[src/hdl/shrr_pkg.sv]
`timescale 1ns / 1ps
// ----------------------------------------------------------------------------
// shrr_pkg: shared types and constants for the server health round robin
// Field widths, action and status codes, sequencer states and cell control.
// ----------------------------------------------------------------------------
package shrr_pkg;

  localparam int IDX_W           = 5;   // server index / count width
  localparam int ACT_W           = 2;
  localparam int STAT_W          = 2;
  localparam int DEF_MAX_SERVERS = 16;

  localparam logic [IDX_W-1:0] COUNT_RESET = IDX_W'(16);

  localparam logic FLAG_ERR = 1'b1;
  localparam logic FLAG_OK  = 1'b0;

  typedef enum logic [ACT_W-1:0] {
    ACT_MARK_ERR = 2'd0,
    ACT_MARK_OK  = 2'd1,
    ACT_FIND_ERR = 2'd2,
    ACT_PICK     = 2'd3
  } action_t;

  typedef enum logic [STAT_W-1:0] {
    ST_DONE   = 2'd0,
    ST_FOUND  = 2'd1,
    ST_NONE   = 2'd2,
    ST_REJECT = 2'd3
  } status_t;

  typedef enum logic [1:0] {
    S_IDLE,
    S_REDUCE,
    S_SCAN,
    S_EMIT
  } state_t;

  // Broadcast to every cell
  typedef struct packed {
    logic stop;    // drop the token everywhere
    logic target;  // flag value the token looks for
    logic wr_val;  // flag value for a mark
  } cell_ctl_t;

endpackage

[src/hdl/shrr_if.sv]
`timescale 1ns / 1ps
// ----------------------------------------------------------------------------
// shrr_req_if / shrr_rsp_if: valid/ready channels of the block
// One word per handshake; request carries action and server, response
// carries status and result index.
// ----------------------------------------------------------------------------
interface shrr_req_if;
  logic                         valid;
  logic                         ready;
  logic [shrr_pkg::ACT_W-1:0]   action;
  logic [shrr_pkg::IDX_W-1:0]   server;

  modport source (output valid, action, server, input ready);
  modport sink   (input valid, action, server, output ready);
endinterface

interface shrr_rsp_if;
  logic                         valid;
  logic                         ready;
  logic [shrr_pkg::STAT_W-1:0]  status;
  logic [shrr_pkg::IDX_W-1:0]   result_index;

  modport source (output valid, status, result_index, input ready);
  modport sink   (input valid, status, result_index, output ready);
endinterface

[src/hdl/shrr_cell.sv]
`timescale 1ns / 1ps
// ----------------------------------------------------------------------------
// shrr_cell: one server slot of the scan chain
// Holds the health flag and the scan token; the token moves to the next
// cell each cycle and wraps from the last server in use.
// ----------------------------------------------------------------------------
module shrr_cell #(
  parameter int IDX = 0
) (
  input  logic                       clk,
  input  logic                       rst,
  input  shrr_pkg::cell_ctl_t        ctl,
  input  logic [shrr_pkg::IDX_W-1:0] cnt,
  input  logic                       inject,
  input  logic                       wr_en,
  input  logic                       tok_in,
  output logic                       tok,
  output logic                       last,
  output logic                       hit
);
  import shrr_pkg::*;

  // slots past the index range can never be addressed
  localparam bit               REACH   = (IDX < (1 << IDX_W) - 1);
  localparam logic [IDX_W-1:0] SLOT_NO = REACH ? IDX_W'(IDX + 1) : '0;

  logic flag;

  always_ff @(posedge clk) begin
    if (rst) begin
      flag <= FLAG_OK;
    end else if (wr_en) begin
      flag <= ctl.wr_val;
    end
  end

  always_ff @(posedge clk) begin
    if (rst) begin
      tok <= 1'b0;
    end else if (ctl.stop) begin
      tok <= 1'b0;
    end else begin
      tok <= inject | tok_in;
    end
  end

  assign last = REACH && (cnt == SLOT_NO);
  assign hit  = tok && (flag == ctl.target);

endmodule

[src/hdl/server_health_round_robin_unit.sv]
`timescale 1ns / 1ps
// ----------------------------------------------------------------------------
// server_health_round_robin_unit: health table with round-robin server pick
// Per-server error flags in a chain of cells, scanned by a travelling token.
// ----------------------------------------------------------------------------
// Usage
//   req (sink): action + server word; rsp (source): status + result_index.
//   cfg_we/cfg_wdata write server_count; write only while the block is idle.
//   One request is worked at a time; req.ready is high only in idle, and a
//   request is taken even while the previous response still waits.
//   Steps from accept: mark, reject and pick with no servers go straight
//   to emit; find scans from server s up to the last server in use; pick
//   first reduces the pointer modulo count, then scans up to count servers.
//   During a scan the token steps one cell per clock.
//   The next word can be taken in the cycle after the result is registered.
//   Reset: all servers healthy, pointer zero, count 16, channels empty.
//   Receiver stall: the response word holds; the next result waits in the
//   emit state until the output register frees.
// ----------------------------------------------------------------------------
module server_health_round_robin_unit #(
  parameter int MAX_SERVERS = shrr_pkg::DEF_MAX_SERVERS
) (
  input  logic                       clk,
  input  logic                       rst,
  input  logic                       cfg_we,
  input  logic [shrr_pkg::IDX_W-1:0] cfg_wdata,
  shrr_req_if.sink                   req,
  shrr_rsp_if.source                 rsp
);
  import shrr_pkg::*;

  // effective count can never pass what the index field can name
  localparam int               CAP   = (MAX_SERVERS > (1 << IDX_W) - 1) ?
                                       (1 << IDX_W) - 1 : MAX_SERVERS;
  localparam logic [IDX_W-1:0] CAP_V = IDX_W'(CAP);

  // --------------------------------------------------------------------------
  // Registers
  // --------------------------------------------------------------------------
  state_t            state, state_next;
  logic [IDX_W-1:0]  count_reg;    // as written
  logic [IDX_W-1:0]  cnt;          // effective count latched at accept
  logic [IDX_W-1:0]  cur_srv;      // round-robin pointer, 0 = none yet
  logic [IDX_W-1:0]  red;          // pointer being reduced modulo cnt
  logic [IDX_W-1:0]  pos;          // slot the token sits on (0-based)
  logic [IDX_W-1:0]  steps;        // pick steps left
  logic              is_pick;
  status_t           res_status;
  logic [IDX_W-1:0]  res_index;
  logic              out_valid;
  logic [STAT_W-1:0] out_status;
  logic [IDX_W-1:0]  out_index;

  // --------------------------------------------------------------------------
  // Decode of the incoming word
  // --------------------------------------------------------------------------
  action_t          act;
  logic [IDX_W-1:0] cnt_eff;
  logic [IDX_W-1:0] srv_m1;
  logic             idx_ok;
  logic             accept;
  logic             is_mark;

  assign act     = action_t'(req.action);
  assign cnt_eff = (count_reg > CAP_V) ? CAP_V : count_reg;
  assign srv_m1  = req.server - IDX_W'(1);
  assign idx_ok  = (req.server != '0) && (req.server <= cnt_eff);
  assign accept  = req.valid && req.ready;
  assign is_mark = (act == ACT_MARK_ERR) || (act == ACT_MARK_OK);

  // --------------------------------------------------------------------------
  // Cell chain
  // --------------------------------------------------------------------------
  cell_ctl_t              ctl;
  logic [MAX_SERVERS-1:0] tok_vec, last_vec, hit_vec, tok_in_vec;
  logic [MAX_SERVERS-1:0] inject_vec, wr_vec;
  logic                   hit;
  logic                   inject;
  logic [IDX_W-1:0]       inject_pos;
  logic                   scan_end;

  // cell 0 takes the token back from whichever cell is the last in use
  assign tok_in_vec[0] = |(tok_vec & last_vec);

  for (genvar k = 0; k < MAX_SERVERS; k++) begin : g_cell
    if (k > 0) begin : g_link
      assign tok_in_vec[k] = tok_vec[k-1] & ~last_vec[k-1];
    end
    if (k < (1 << IDX_W)) begin : g_sel
      assign inject_vec[k] = inject && (inject_pos == IDX_W'(k));
      assign wr_vec[k]     = accept && is_mark && idx_ok && (srv_m1 == IDX_W'(k));
    end else begin : g_nosel
      assign inject_vec[k] = 1'b0;
      assign wr_vec[k]     = 1'b0;
    end

    shrr_cell #(.IDX(k)) u_cell (
      .clk    (clk),
      .rst    (rst),
      .ctl    (ctl),
      .cnt    (cnt),
      .inject (inject_vec[k]),
      .wr_en  (wr_vec[k]),
      .tok_in (tok_in_vec[k]),
      .tok    (tok_vec[k]),
      .last   (last_vec[k]),
      .hit    (hit_vec[k])
    );
  end

  assign hit = |hit_vec;

  // find stops at the last server; pick stops after cnt visits
  assign scan_end = is_pick ? (steps == IDX_W'(1)) : (pos == cnt - IDX_W'(1));

  // --------------------------------------------------------------------------
  // Sequencer: next state
  // --------------------------------------------------------------------------
  always_comb begin
    state_next = state;
    unique case (state)
      S_IDLE: begin
        if (accept) begin
          if (act == ACT_PICK) begin
            state_next = (cnt_eff == '0) ? S_EMIT : S_REDUCE;
          end else if (idx_ok && (act == ACT_FIND_ERR)) begin
            state_next = S_SCAN;
          end else begin
            state_next = S_EMIT;
          end
        end
      end
      S_REDUCE: begin
        if (red < cnt) begin
          state_next = S_SCAN;
        end
      end
      S_SCAN: begin
        if (hit || scan_end) begin
          state_next = S_EMIT;
        end
      end
      S_EMIT: begin
        if (!out_valid || rsp.ready) begin
          state_next = S_IDLE;
        end
      end
      default: state_next = S_IDLE;
    endcase
  end

  // --------------------------------------------------------------------------
  // Sequencer: outputs
  // --------------------------------------------------------------------------
  always_comb begin
    req.ready  = 1'b0;
    inject     = 1'b0;
    inject_pos = srv_m1;
    ctl.stop   = 1'b0;
    ctl.target = is_pick ? FLAG_OK : FLAG_ERR;
    ctl.wr_val = (act == ACT_MARK_ERR) ? FLAG_ERR : FLAG_OK;
    unique case (state)
      S_IDLE: begin
        // nothing is taken while reset is held
        req.ready = !rst;
        inject    = req.valid && idx_ok && (act == ACT_FIND_ERR);
      end
      S_REDUCE: begin
        inject     = (red < cnt);
        inject_pos = red;
      end
      S_SCAN: begin
        ctl.stop = hit || scan_end;
      end
      S_EMIT: begin
        ctl.stop = 1'b0;
      end
      default: ctl.stop = 1'b1;
    endcase
  end

  // --------------------------------------------------------------------------
  // State, pointer and datapath
  // --------------------------------------------------------------------------
  always_ff @(posedge clk) begin
    if (rst) begin
      state     <= S_IDLE;
      count_reg <= COUNT_RESET;
      cur_srv   <= '0;
    end else begin
      state <= state_next;
      if (cfg_we) begin
        count_reg <= cfg_wdata;
      end
      if ((state == S_SCAN) && hit && is_pick) begin
        cur_srv <= pos + IDX_W'(1);
      end
    end
  end

  always_ff @(posedge clk) begin
    unique case (state)
      S_IDLE: begin
        if (accept) begin
          cnt     <= cnt_eff;
          is_pick <= (act == ACT_PICK);
          red     <= cur_srv;
          pos     <= srv_m1;
          steps   <= cnt_eff;
          if (act == ACT_PICK) begin
            res_status <= ST_NONE;
          end else if (!idx_ok) begin
            res_status <= ST_REJECT;
          end else begin
            res_status <= ST_DONE;
          end
          res_index <= '0;
        end
      end
      S_REDUCE: begin
        if (red >= cnt) begin
          red <= red - cnt;
        end else begin
          pos <= red;
        end
      end
      S_SCAN: begin
        if (hit) begin
          res_status <= ST_FOUND;
          res_index  <= pos + IDX_W'(1);
        end else if (scan_end) begin
          res_status <= ST_NONE;
          res_index  <= '0;
        end else begin
          pos   <= (pos == cnt - IDX_W'(1)) ? '0 : pos + IDX_W'(1);
          steps <= steps - IDX_W'(1);
        end
      end
      S_EMIT: begin
        red <= red;
      end
      default: red <= red;
    endcase
  end

  // --------------------------------------------------------------------------
  // Output register
  // --------------------------------------------------------------------------
  always_ff @(posedge clk) begin
    if (rst) begin
      out_valid <= 1'b0;
    end else if ((state == S_EMIT) && (!out_valid || rsp.ready)) begin
      out_valid <= 1'b1;
    end else if (rsp.ready) begin
      out_valid <= 1'b0;
    end
  end

  always_ff @(posedge clk) begin
    if ((state == S_EMIT) && (!out_valid || rsp.ready)) begin
      out_status <= res_status;
      out_index  <= res_index;
    end
  end

  assign rsp.valid        = out_valid;
  assign rsp.status       = out_status;
  assign rsp.result_index = out_index;

  // --------------------------------------------------------------------------
  // Assertions
  // --------------------------------------------------------------------------
  a_one_token: assert property (@(posedge clk) disable iff (rst)
    $onehot0(tok_vec))
    else $error("more than one scan token in the chain");

  a_scan_token: assert property (@(posedge clk) disable iff (rst)
    (state == S_SCAN) |-> $onehot(tok_vec))
    else $error("scan running without a token");

  a_found_index: assert property (@(posedge clk) disable iff (rst)
    (rsp.valid && (rsp.status == ST_FOUND)) |-> (rsp.result_index != '0))
    else $error("found result with zero index");

  a_busy_after_accept: assert property (@(posedge clk) disable iff (rst)
    accept |=> (state != S_IDLE))
    else $error("accepted word left no work");

endmodule

[src/flat_wrapper.sv]
// flat-port wrapper written by rule: the top's interface ports become plain ports
module server_health_round_robin_unit_flat import shrr_pkg::*;
#(
  parameter int MAX_SERVERS = shrr_pkg::DEF_MAX_SERVERS
)
  (clk, rst, cfg_we, cfg_wdata, req_valid, req_action, req_server, req_ready, rsp_valid, rsp_status, rsp_result_index, rsp_ready);
  shrr_req_if req_i ();
  shrr_rsp_if rsp_i ();
  input  logic clk;
  input  logic rst;
  input  logic cfg_we;
  input  logic [shrr_pkg::IDX_W-1:0] cfg_wdata;
  input wire logic [$bits(req_i.valid)-1:0] req_valid;
  input wire logic [$bits(req_i.action)-1:0] req_action;
  input wire logic [$bits(req_i.server)-1:0] req_server;
  output wire logic [$bits(req_i.ready)-1:0] req_ready;
  output wire logic [$bits(rsp_i.valid)-1:0] rsp_valid;
  output wire logic [$bits(rsp_i.status)-1:0] rsp_status;
  output wire logic [$bits(rsp_i.result_index)-1:0] rsp_result_index;
  input wire logic [$bits(rsp_i.ready)-1:0] rsp_ready;
  assign req_i.valid = req_valid;
  assign req_i.action = req_action;
  assign req_i.server = req_server;
  assign req_ready = req_i.ready;
  assign rsp_valid = rsp_i.valid;
  assign rsp_status = rsp_i.status;
  assign rsp_result_index = rsp_i.result_index;
  assign rsp_i.ready = rsp_ready;
  server_health_round_robin_unit #(.MAX_SERVERS(MAX_SERVERS)) u_core (.clk(clk), .rst(rst), .cfg_we(cfg_we), .cfg_wdata(cfg_wdata), .req(req_i), .rsp(rsp_i));
endmodule
[config.mk]
export PLATFORM = sky130hd
export DESIGN_NAME = server_health_round_robin_unit_flat
export DESIGN_NICKNAME = d
export VERILOG_FILES = /design/src/hdl/shrr_pkg.sv /design/src/hdl/shrr_if.sv /design/src/hdl/shrr_cell.sv /design/src/hdl/server_health_round_robin_unit.sv /design/src/flat_wrapper.sv
export SDC_FILE = /design/constraint.sdc
export NUM_CORES = 1
export LEC_CHECK = 0
export ABC_CLOCK_PERIOD_IN_PS = 7100
export BUFFER_PORTS_ARGS = -buffer_cell sky130_fd_sc_hd__buf_4
export CAP_MARGIN = 25
export CORE_AREA = 2 2 92 94
export DETAILED_ROUTE_END_ITERATION = 7
export DIE_AREA = 0 0 94 96
export GPL_ROUTABILITY_DRIVEN = 0
export HOLD_SLACK_MARGIN = 0.02
export PLACE_DENSITY_LB_ADDON = 0.3
export SYNTH_ARGS = -nofsm -noshare
export SYNTH_HDL_FRONTEND = slang
export SYNTH_SLANG_ARGS = --single-unit
export TNS_END_PERCENT = 20
[constraint.sdc]
create_clock -name clk -period 7.1 [get_ports clk]
set_input_delay 0.71 -clock clk [delete_from_list [all_inputs] [get_ports clk]]
set_output_delay 0.71 -clock clk [all_outputs]
set_load 0.02 [all_outputs]
==> results of run 1 <==
-- cells in the final DEF (no fill, tap or decap), drive strengths merged, types with 5 or more instances in the layout --
cell     count
a21oi       26
a22oi       11
and2         5
and3         6
buf         26
clkbuf       9
dfxtp       45
edfxtp      35
ha          27
inv         39
mux2i       15
nand2       31
nand2b      14
nand3       44
nand3b       6
nand4        8
nor2        43
nor2b        9
nor3         7
o2111ai      5
o21ai       37
o31ai        7
xnor2       11
xor2         5
-- worst max-delay path, stage by stage, from the launching register on --
cell and delay [ps]:
edfxtp_1 740, inv_1 200, ha_1 390, o21a_1 200, o31a_1 120, o21ai_0 320
nand4_1 180, a221oi_1 740
-- layout make-up --
type	count	area (µm²)
clock buffers	9	123.9
clock inverters	7	66.31
fillers	653	2934
inverters	35	131.4
multi-input cells	375	2520
flip-flops and latches	80	1952
well taps	105	131.4
repair buffers	26	192.7
-- worst max-delay path by stage --
stage / end / slack [ps] / cells past startpoint
2_1_floorplan: u_core.res_index[0] / 4360 / 6
3_3_place_gp: u_core.g_cell[6].u_cell.flag / 3890 / 9
6_report: u_core.pos[0] / 3850 / 7
5_1_grt: u_core.pos[2] / 3600 / 7
3_5_place_dp: u_core.g_cell[6].u_cell.flag / 3850 / 9
4_1_cts: u_core.pos[2] / 3920 / 7
-- metrics by stage --
step                      utilization  area (µm²)  hold WS, ps  instances  power [mW]
final                          0.6356        5117        427.1        637       1.499
after global routing           0.6356        5117        433.9        637       1.572
after CTS                      0.6350        5112        428.2        636       1.483
after detailed placement       0.6113        4922        404.5        620       1.155
after global placement         0.6113        4922        402.8        620       1.137
after floorplan                     -        4698        400.3        511       1.018
-- power by group through the flow --
stage | Clock [mW] | Combinational [mW] | Sequential [mW]
floorplan | 0 | 0.401 | 0.617
global placement | 0 | 0.503 | 0.634
detailed placement | 0 | 0.517 | 0.638
CTS | 0.335 | 0.521 | 0.628
global route | 0.350 | 0.587 | 0.635
finish | 0.334 | 0.534 | 0.630
-- metal layers --
layer | wire length (µm) | vias to the layer above | global-route usage
li1 | - | 1907 | -
met5 | 0 | - | 0
met2 | 5356 | 222 | 0.4214
met1 | 5010 | 1908 | 0.3681
met4 | 357 | 0 | 0.1208
met3 | 1000 | 33 | 0.05560
-- cells by family (layout without fill, tap and decap cells) --
| family | Yosys count | count (layout) | share of synthesized area |
|---|---|---|---|
| xor+xnor | 16 | 16 | 0.03142 |
| simple gates | 184 | 184 | 0.2003 |
| flops | 80 | 80 | 0.4154 |
| fa+ha+maj | 28 | 28 | 0.07616 |
| mux | 20 | 20 | 0.04634 |
| compound gates | 127 | 127 | 0.1822 |
| buf+inv | 56 | 77 | 0.04820 |
==> impl_metrics.py, run 1 <==
metrics = {
    "worst_setup_path": {
        "reg2reg_depth": 7,
        "crit_path_start": "u_core.cnt[2]",
        "timing.rr.start": "u_core.cnt[2]",
        "start_kind": "flop",
        "worstPathMaxFanout": 16,
        "regToRegSetupSlack_ps": 3850,
        "cp.arrival_ps": 3260,
        "cp-end-kind": "flop",
        "crit_type": "reg -> reg",
        "required_ps": 7110,
        "reg2reg_to": "u_core.pos[0]",
    },
    "sta": {
        "period_share": 0.4580,
        "fin_tns_setup_ps": 0,
        "fin_crit_ps": 3252,
        "finalSetupViolations": 0,
        "clock_skew_ps": 14.98,
        "worst_slack_ps": 3848,
        "rsz0062_at_grt": "no",
        "final-max-slew-violation-count": 0,
        "finalHoldViolations": 0,
        "fmax_ghz": 0.3075,
        "relSlewSlack": 0.3555,
        "worst_pin_slew_ps": 966.7,
    },
    "placed_design": {
        "port_buffers": 25,
        "dpl_worst_slack_ps": 3849,
        "dp_hpwl_um": 8638,
    },
    "pwr": {
        "swShare": 0.3962,
        "power_frac_seq": 0.421,
        "comb_power_share": 0.356,
        "ir_drop_mv": 0.1841,
        "switching_power_uw": 593.8,
        "pwr-share-clk": 0.223,
        "power.density_nw_per_um2": 292.8,
        "p_leak_nw": 1.927,
        "p_int_uw": 904.8,
    },
    "min_path": {
        "min_path_cells": 0,
        "hold_path_class": "reg -> reg",
        "hp-start": "u_core.res_index[0]",
        "hold_end": "u_core.rsp.result_index[0]",
    },
    "yosys": {
        "synth_ff_type": "dfxtp_1",
        "syn_area_um2": 4698,
        "synth_top_area_frac": 0.2237,
        "async_flop_share": 0,
        "synth_common_cells": "dfxtp_1, nand3_1, nor2_1, edfxtp_1, inv_1",
        "yosysMostFrequentCell": "dfxtp_1",
        "synth_warnings": 0,
        "synth-edff-count": 35,
        "synth_seq_cells": 80,
        "yosys.area.top_type": "edfxtp_1",
        "yosysSeqAreaShare": 0.4154,
        "syn_inst": 511,
        "syn_avg_cell_area_um2": 9.194,
        "synth_nets": 556,
        "synth.distinct_cells": 70,
        "synth.area.top_cells": "edfxtp_1, dfxtp_1, ha_1",
    },
    "grt": {
        "grt_pass1_wl_um": 18690,
        "groute.usage.overall": 0.2712,
        "grt_max_degree": 26,
        "antenna_found_initial": 0,
        "overflow": 0,
        "first_global_vias": 3790,
    },
    "drt": {
        "routedWlPerCell_um": 18.41,
        "firstDrtPassIters": 6,
        "drt-initial-drc-count": 587,
        "vias_per_cell": 6.389,
        "drc": 0,
        "num_vias": 4070,
        "routed_wl_um": 11730,
        "ant_nets": 0,
    },
    "run_status": {
        "status": "finished, final reports clean",
    },
    "floorplanning": {
        "std_cell_rows": 33,
        "dieArea_um2": 9024,
        "die_x_um": 94,
        "core_area_um2": 8051,
        "die_h_um": 96,
        "ioPinCount": 26,
        "start_util": 0.5835,
    },
    "clock_tree": {
        "clkTransAtPathRegs_ps": 100,
        "postCtsHoldBufs": 0,
        "ctsRootBufferMaster": "clkbuf_8",
        "numCtsBuffers": 9,
        "cts-htree-levels": 3,
        "clock_latency_ps": 370,
        "cts_tree": "done",
        "cts_resized": 0,
        "clk_path_buf_depth": 2,
        "cts_sinks": 80,
        "cts_setup_buffers": 0,
    },
    "final_layout": {
        "reg_top3": "u_core.g_cell.u_cell.flag (16), u_core.g_cell.u_cell.tok (16)",
        "synthToLayoutAreaGrowth_pct": 8.921,
        "layout.nets": 572,
        "drive_above_1_share": 0.1015,
        "num_antenna_cells": 0,
    },
    "run": {
        "drv_cap": 0,
    },
}
No activity file was read; power rests on OpenSTA's default activity.
==> run 2: changes to the inputs <==
- ABC_CLOCK_PERIOD_IN_PS: 7100 -> 3300
- clock period: 7.1 -> 3.3 ns (I/O delays scaled with it)
==> run 2 against run 1 <==
  * Utilization increased by 0.51 points
  * Highest routed layer unchanged
  * Global-route usage increased by 1.3 points
  * Worst hold slack got worse by 250 ps
  * Die area unchanged
  * Fmax increased by 14%
  * Non-clock buffer count increased by 5
  * Final area increased by 0.81%
  * Largest power group unchanged
==> impl_metrics.py, run 2 (synthesis gave the netlist of run 1 again) <==
metrics = {
    "floorplanning": {
        "die_h_um": 96,
        "core_area_um2": 8051,
        "die_x_um": 94,
        "ioPinCount": 26,
        "std_cell_rows": 33,
        "dieArea_um2": 9024,
        "start_util": 0.5835,
    },
    "sta": {
        "final-max-slew-violation-count": 0,
        "worst_pin_slew_ps": 856.4,
        "rsz0062_at_grt": "no",
        "relSlewSlack": 0.4291,
        "fmax_ghz": 0.3507,
        "fin_tns_setup_ps": 0,
        "fin_crit_ps": 2851,
        "period_share": 0.8640,
        "finalHoldViolations": 0,
        "clock_skew_ps": 11.68,
        "finalSetupViolations": 0,
    },
    "placed_design": {
        "port_buffers": 25,
        "placed_cell_area_um2": 4967,
        "dp_hpwl_um": 8965,
    },
    "worst_setup_path": {
        "required_ps": 3600,
        "regToRegSetupSlack_ps": 450,
        "start_kind": "flop",
        "crit_type": "reg -> reg",
        "timing.rr.start": "u_core.count_reg[4]",
        "reg2reg_depth": 9,
        "reg2reg_to": "u_core.g_cell[14].u_cell.flag",
        "worstPathMaxFanout": 15,
        "cp.arrival_ps": 3150,
        "cp-end-kind": "flop",
    },
    "clock_tree": {
        "numCtsBuffers": 9,
        "cts_resized": 0,
        "cts_tree": "done",
        "cts-htree-levels": 3,
        "clk_path_buf_depth": 2,
        "clkTransAtPathRegs_ps": 90,
        "postCtsHoldBufs": 0,
        "cts_setup_buffers": 0,
        "clock_latency_ps": 370,
        "ctsRootBufferMaster": "clkbuf_8",
        "cts_sinks": 80,
    },
    "final_layout": {
        "reg_top3": "u_core.g_cell.u_cell.flag (16), u_core.g_cell.u_cell.tok (16)",
        "final_cell_mix": "dfxtp_1, nor2_1, nand3_1",
        "drive_above_1_share": 0.1099,
        "layout.nets": 577,
        "postLayoutCellArea_um2": 5159,
        "regArea_um2": 1952,
        "layout_commonest_cell": "dfxtp_1",
        "synthToLayoutAreaGrowth_pct": 9.800,
        "fillCellCount": 651,
        "multi_input_area_um2": 2520,
        "num_antenna_cells": 0,
    },
    "min_path": {
        "hold_end": "u_core.count_reg[4]",
        "hold_path_class": "in -> reg",
        "hp-start": "cfg_wdata[4]",
        "min_path_cells": 3,
    },
    "pwr": {
        "p_int_mw": 1.973,
        "comb_power_share": 0.365,
        "p_leak_nw": 1.949,
        "switching_power_mw": 1.281,
        "power_frac_seq": 0.411,
        "power.density_nw_per_um2": 630.9,
        "pwr-share-clk": 0.224,
        "ir_drop_mv": 0.3916,
        "swShare": 0.3937,
    },
    "drt": {
        "vias_per_cell": 6.407,
        "ant_nets": 0,
        "drc": 0,
        "routed_wl_um": 11860,
        "drt-initial-drc-count": 571,
        "firstDrtPassIters": 7,
        "num_vias": 4113,
        "routedWlPerCell_um": 18.47,
    },
    "grt": {
        "overflow": 0,
        "grt_max_degree": 22,
        "grt_pass1_wl_um": 19610,
        "first_global_vias": 3881,
        "groute.usage.overall": 0.2842,
        "antenna_found_initial": 0,
    },
    "run": {
        "drv_cap": 0,
    },
    "run_status": {
        "status": "finished, final reports clean",
    },
}
==> run 2: cell count changes in the layout (fill, tap and decap cells not counted) <==
cell,delta
buf_4,+6
buf_2,-1
clkinv_4,-1
clkinvlp_4,+1
inv_6,-1
inv_8,+1
==> run 2: cell type report <==
class	instances	area share
clock inverters	7	0.01310
inverters	35	0.02547
well taps	105	0.02547
clock buffers	9	0.02401
flip-flops and latches	80	0.3784
multi-input cells	375	0.4885
repair buffers	31	0.04511
==> run 2: worst max-delay path by stage <==
stage                        start                       endpoint  slack [ps]  cells after the start
2_1_floorplan      u_core.state[0]            u_core.res_index[0]         730                      8
3_3_place_gp         req_server[0]   u_core.g_cell[6].u_cell.flag         530                      9
3_5_place_dp         req_server[0]  u_core.g_cell[14].u_cell.flag         400                      9
4_1_cts        u_core.count_reg[4]  u_core.g_cell[14].u_cell.flag         480                      9
5_1_grt        u_core.count_reg[4]  u_core.g_cell[14].u_cell.flag         190                      9
6_report       u_core.count_reg[4]  u_core.g_cell[14].u_cell.flag         450                      9
==> run 2: critical path, cell delays in order (launching register included) <==
cell	delay, ps
dfxtp_1	340
inv_1	140
nand2_1	120
ha_1	320
a211oi_1	270
o221ai_1	240
a2111oi_4	810
nand2_1	170
nor2_1	170
mux2i_1	200
==> run 2: through the flow <==
stage               total power, mW    util  hold WS [ps]  worst slack [ps]  instances
finish                        3.254  0.6407         175.8             448.7        642
floorplan                     2.190       -         400.3             734.1        511
global placement              2.474  0.6169         403.5             526.0        626
CTS                           3.239  0.6407         165.3             482.5        642
global route                  3.431  0.6407         194.9             186.5        642
detailed placement            2.523  0.6169         406.6             403.6        626
==> run 2: metal layers <==
metal,part of all wire,global-route usage
met1,0.41,0.3859
met2,0.47,0.4565
met3,0.092,0.04150
met4,0.028,0.1220
met5,0,0
==> run 2: power by group through the flow <==
stage / sequential [mW] / clock, mW / combinational (mW)
after global placement: 1.35 / 0 / 1.12
after floorplan: 1.33 / 0 / 0.863
final: 1.34 / 0.728 / 1.19
after CTS: 1.33 / 0.733 / 1.17
after global routing: 1.35 / 0.772 / 1.31
after detailed placement: 1.36 / 0 / 1.17
==> run 3: changes to the inputs <==
==> constraint.sdc (replaced) <==
create_clock -name clk -period 3.3 [get_ports clk]
set_input_delay 0.165 -clock clk [delete_from_list [all_inputs] [get_ports clk]]
set_output_delay 0.165 -clock clk [all_outputs]
set_load 0.02 [all_outputs]
==> run 3 against run 2 <==
  * Setup slack gained 34 ps
  * Combinational power barely moved
  * Global-route usage down 1.1 points
  * Worst hold slack lost 150 ps
  * Register-to-register slack improved by 30 ps
  * Final cell count stayed put
  * Routed wire length rose by 0.53%
  * Non-clock buffer count stayed put
  * Flip-flop and latch count is the same
  * Largest cell class unchanged
==> impl_metrics.py, run 3 (synthesis gave the netlist of run 1 again) <==
metrics = {
    "sta": {
        "finalHoldViolations": 0,
        "rsz0062_at_grt": "no",
        "final-max-slew-violation-count": 0,
        "worst_pin_slew_ps": 800.6,
        "period_share": 0.8537,
        "fmax_ghz": 0.3550,
        "fin_crit_ps": 2817,
        "fin_tns_setup_ps": 0,
        "clock_skew_ps": 13.90,
        "hold_ws_ps": 22.32,
        "finalSetupViolations": 0,
        "relSlewSlack": 0.4663,
    },
    "final_layout": {
        "layout_commonest_cell": "dfxtp_1",
        "synthToLayoutAreaGrowth_pct": 9.854,
        "postLayoutCellArea_um2": 5161,
        "final_cell_mix": "dfxtp_1, nor2_1, nand3_1",
        "reg_top3": "u_core.g_cell.u_cell.flag (16), u_core.g_cell.u_cell.tok (16)",
        "fillCellCount": 668,
        "num_antenna_cells": 0,
        "drive_above_1_share": 0.1080,
        "layout.nets": 577,
    },
    "pwr": {
        "comb_power_share": 0.366,
        "power_frac_seq": 0.410,
        "power.density_nw_per_um2": 631.0,
        "switching_power_mw": 1.286,
        "swShare": 0.3948,
        "p_int_mw": 1.971,
        "ir_drop_mv": 0.3491,
        "p_leak_nw": 1.949,
        "pwr-share-clk": 0.223,
    },
    "run_status": {
        "status": "finished, final reports clean",
    },
    "drt": {
        "routedWlPerCell_um": 18.56,
        "drt-initial-drc-count": 460,
        "ant_nets": 0,
        "vias_per_cell": 6.380,
        "firstDrtPassIters": 7,
        "num_vias": 4096,
        "drc": 0,
        "routed_wl_um": 11920,
    },
    "grt": {
        "grt_max_degree": 23,
        "groute.usage.overall": 0.2728,
        "first_global_vias": 3950,
        "grt_pass1_wl_um": 19040,
        "overflow": 0,
        "antenna_found_initial": 0,
    },
    "worst_setup_path": {
        "start_kind": "flop",
        "cp.arrival_ps": 2840,
        "required_ps": 3320,
        "worstPathMaxFanout": 6,
        "crit_slowest_cell": "edfxtp_1",
        "cpPeakStageDelay_ps": 570,
        "crit_type": "reg -> reg",
        "critical_path.top_delay_family": "simple AND/OR/NAND/NOR gates",
        "path_cells": "inv_1 -> ha_1 -> xor2_1 -> o21ai_0 -> o2111ai_1 -> nand3_1 -> and3_1 -> nor2_1",
        "cp-end-kind": "flop",
        "path_buf_inv": 1,
    },
    "floorplanning": {
        "die_x_um": 94,
        "start_util": 0.5835,
        "std_cell_rows": 33,
        "core_area_um2": 8051,
        "dieArea_um2": 9024,
        "ioPinCount": 26,
        "die_h_um": 96,
    },
    "clock_tree": {
        "ctsRootBufferMaster": "clkbuf_8",
        "cts_resized": 0,
        "clk_path_buf_depth": 2,
        "numCtsBuffers": 9,
        "cts_setup_buffers": 0,
        "cts-htree-levels": 3,
        "cts_sinks": 80,
        "cts_tree": "done",
        "clock_latency_ps": 370,
        "clkTransAtPathRegs_ps": 100,
        "postCtsHoldBufs": 1,
    },
    "placed_design": {
        "dp_hpwl_um": 8862,
        "placed_cell_area_um2": 4960,
        "port_buffers": 25,
    },
    "run": {
        "drv_cap": 0,
    },
    "min_path": {
        "hold_path_class": "in -> reg",
    },
}
## run 3: through the flow
step | worst slack (ps) | util | cells | power [mW]
detailed placement | 584.1 | 0.6160 | 625 | 2.512
finish | 482.9 | 0.6410 | 642 | 3.257
global route | 283.2 | 0.6410 | 642 | 3.417
floorplan | 734.1 | - | 511 | 2.190
global placement | 635.9 | 0.6160 | 625 | 2.479
CTS | 508.6 | 0.6410 | 642 | 3.228
## run 3: worst paths after layout
path,from,slack [ps],cells after the start,to
min,cfg_wdata[0],20,3,u_core.count_reg[0]
min reg2reg,u_core.res_index[1],430,0,u_core.rsp.result_index[1]
max reg2reg,u_core.cnt[0],480,8,u_core.steps[2]
max,u_core.cnt[0],480,8,u_core.steps[2]
## run 3: cell type report
type / instances / area, µm² / share of cell area
inverters: 35 / 131.4 / 0.02545
repair buffers: 31 / 235.2 / 0.04558
clock buffers: 9 / 123.9 / 0.02400
flip-flops and latches: 80 / 1952 / 0.3782
multi-input cells: 375 / 2520 / 0.4882
clock inverters: 7 / 67.56 / 0.01309
well taps: 105 / 131.4 / 0.02545
## run 3: layer usage
metal,up-vias,GRT usage,routed length (µm)
met1,1925,0.3590,4842
met3,35,0.03915,1069
met2,230,0.4500,5669
li1,1906,-,-
met5,-,0,0
met4,0,0.1208,337
## run 3: worst reg2reg max path: cells and delay by family (launching register included)
| family | cells | cell delay, ps |
|---|---|---|
| buffers and inverters | 1 | 150 |
| flip-flops | 1 | 570 |
| adder cells (fa/ha/maj) | 1 | 290 |
| XOR/XNOR | 1 | 180 |
| AND/OR/NAND/NOR | 3 | 740 |
| AO/OA/AOI/OAI | 2 | 530 |
## run 3: power by group through the flow
stage	sequential, mW	clock, mW	combinational [mW]
2_1_floorplan	1.33	0	0.863
3_3_place_gp	1.35	0	1.13
3_5_place_dp	1.36	0	1.16
4_1_cts	1.33	0.726	1.17
5_1_grt	1.35	0.764	1.31
6_report	1.34	0.727	1.19
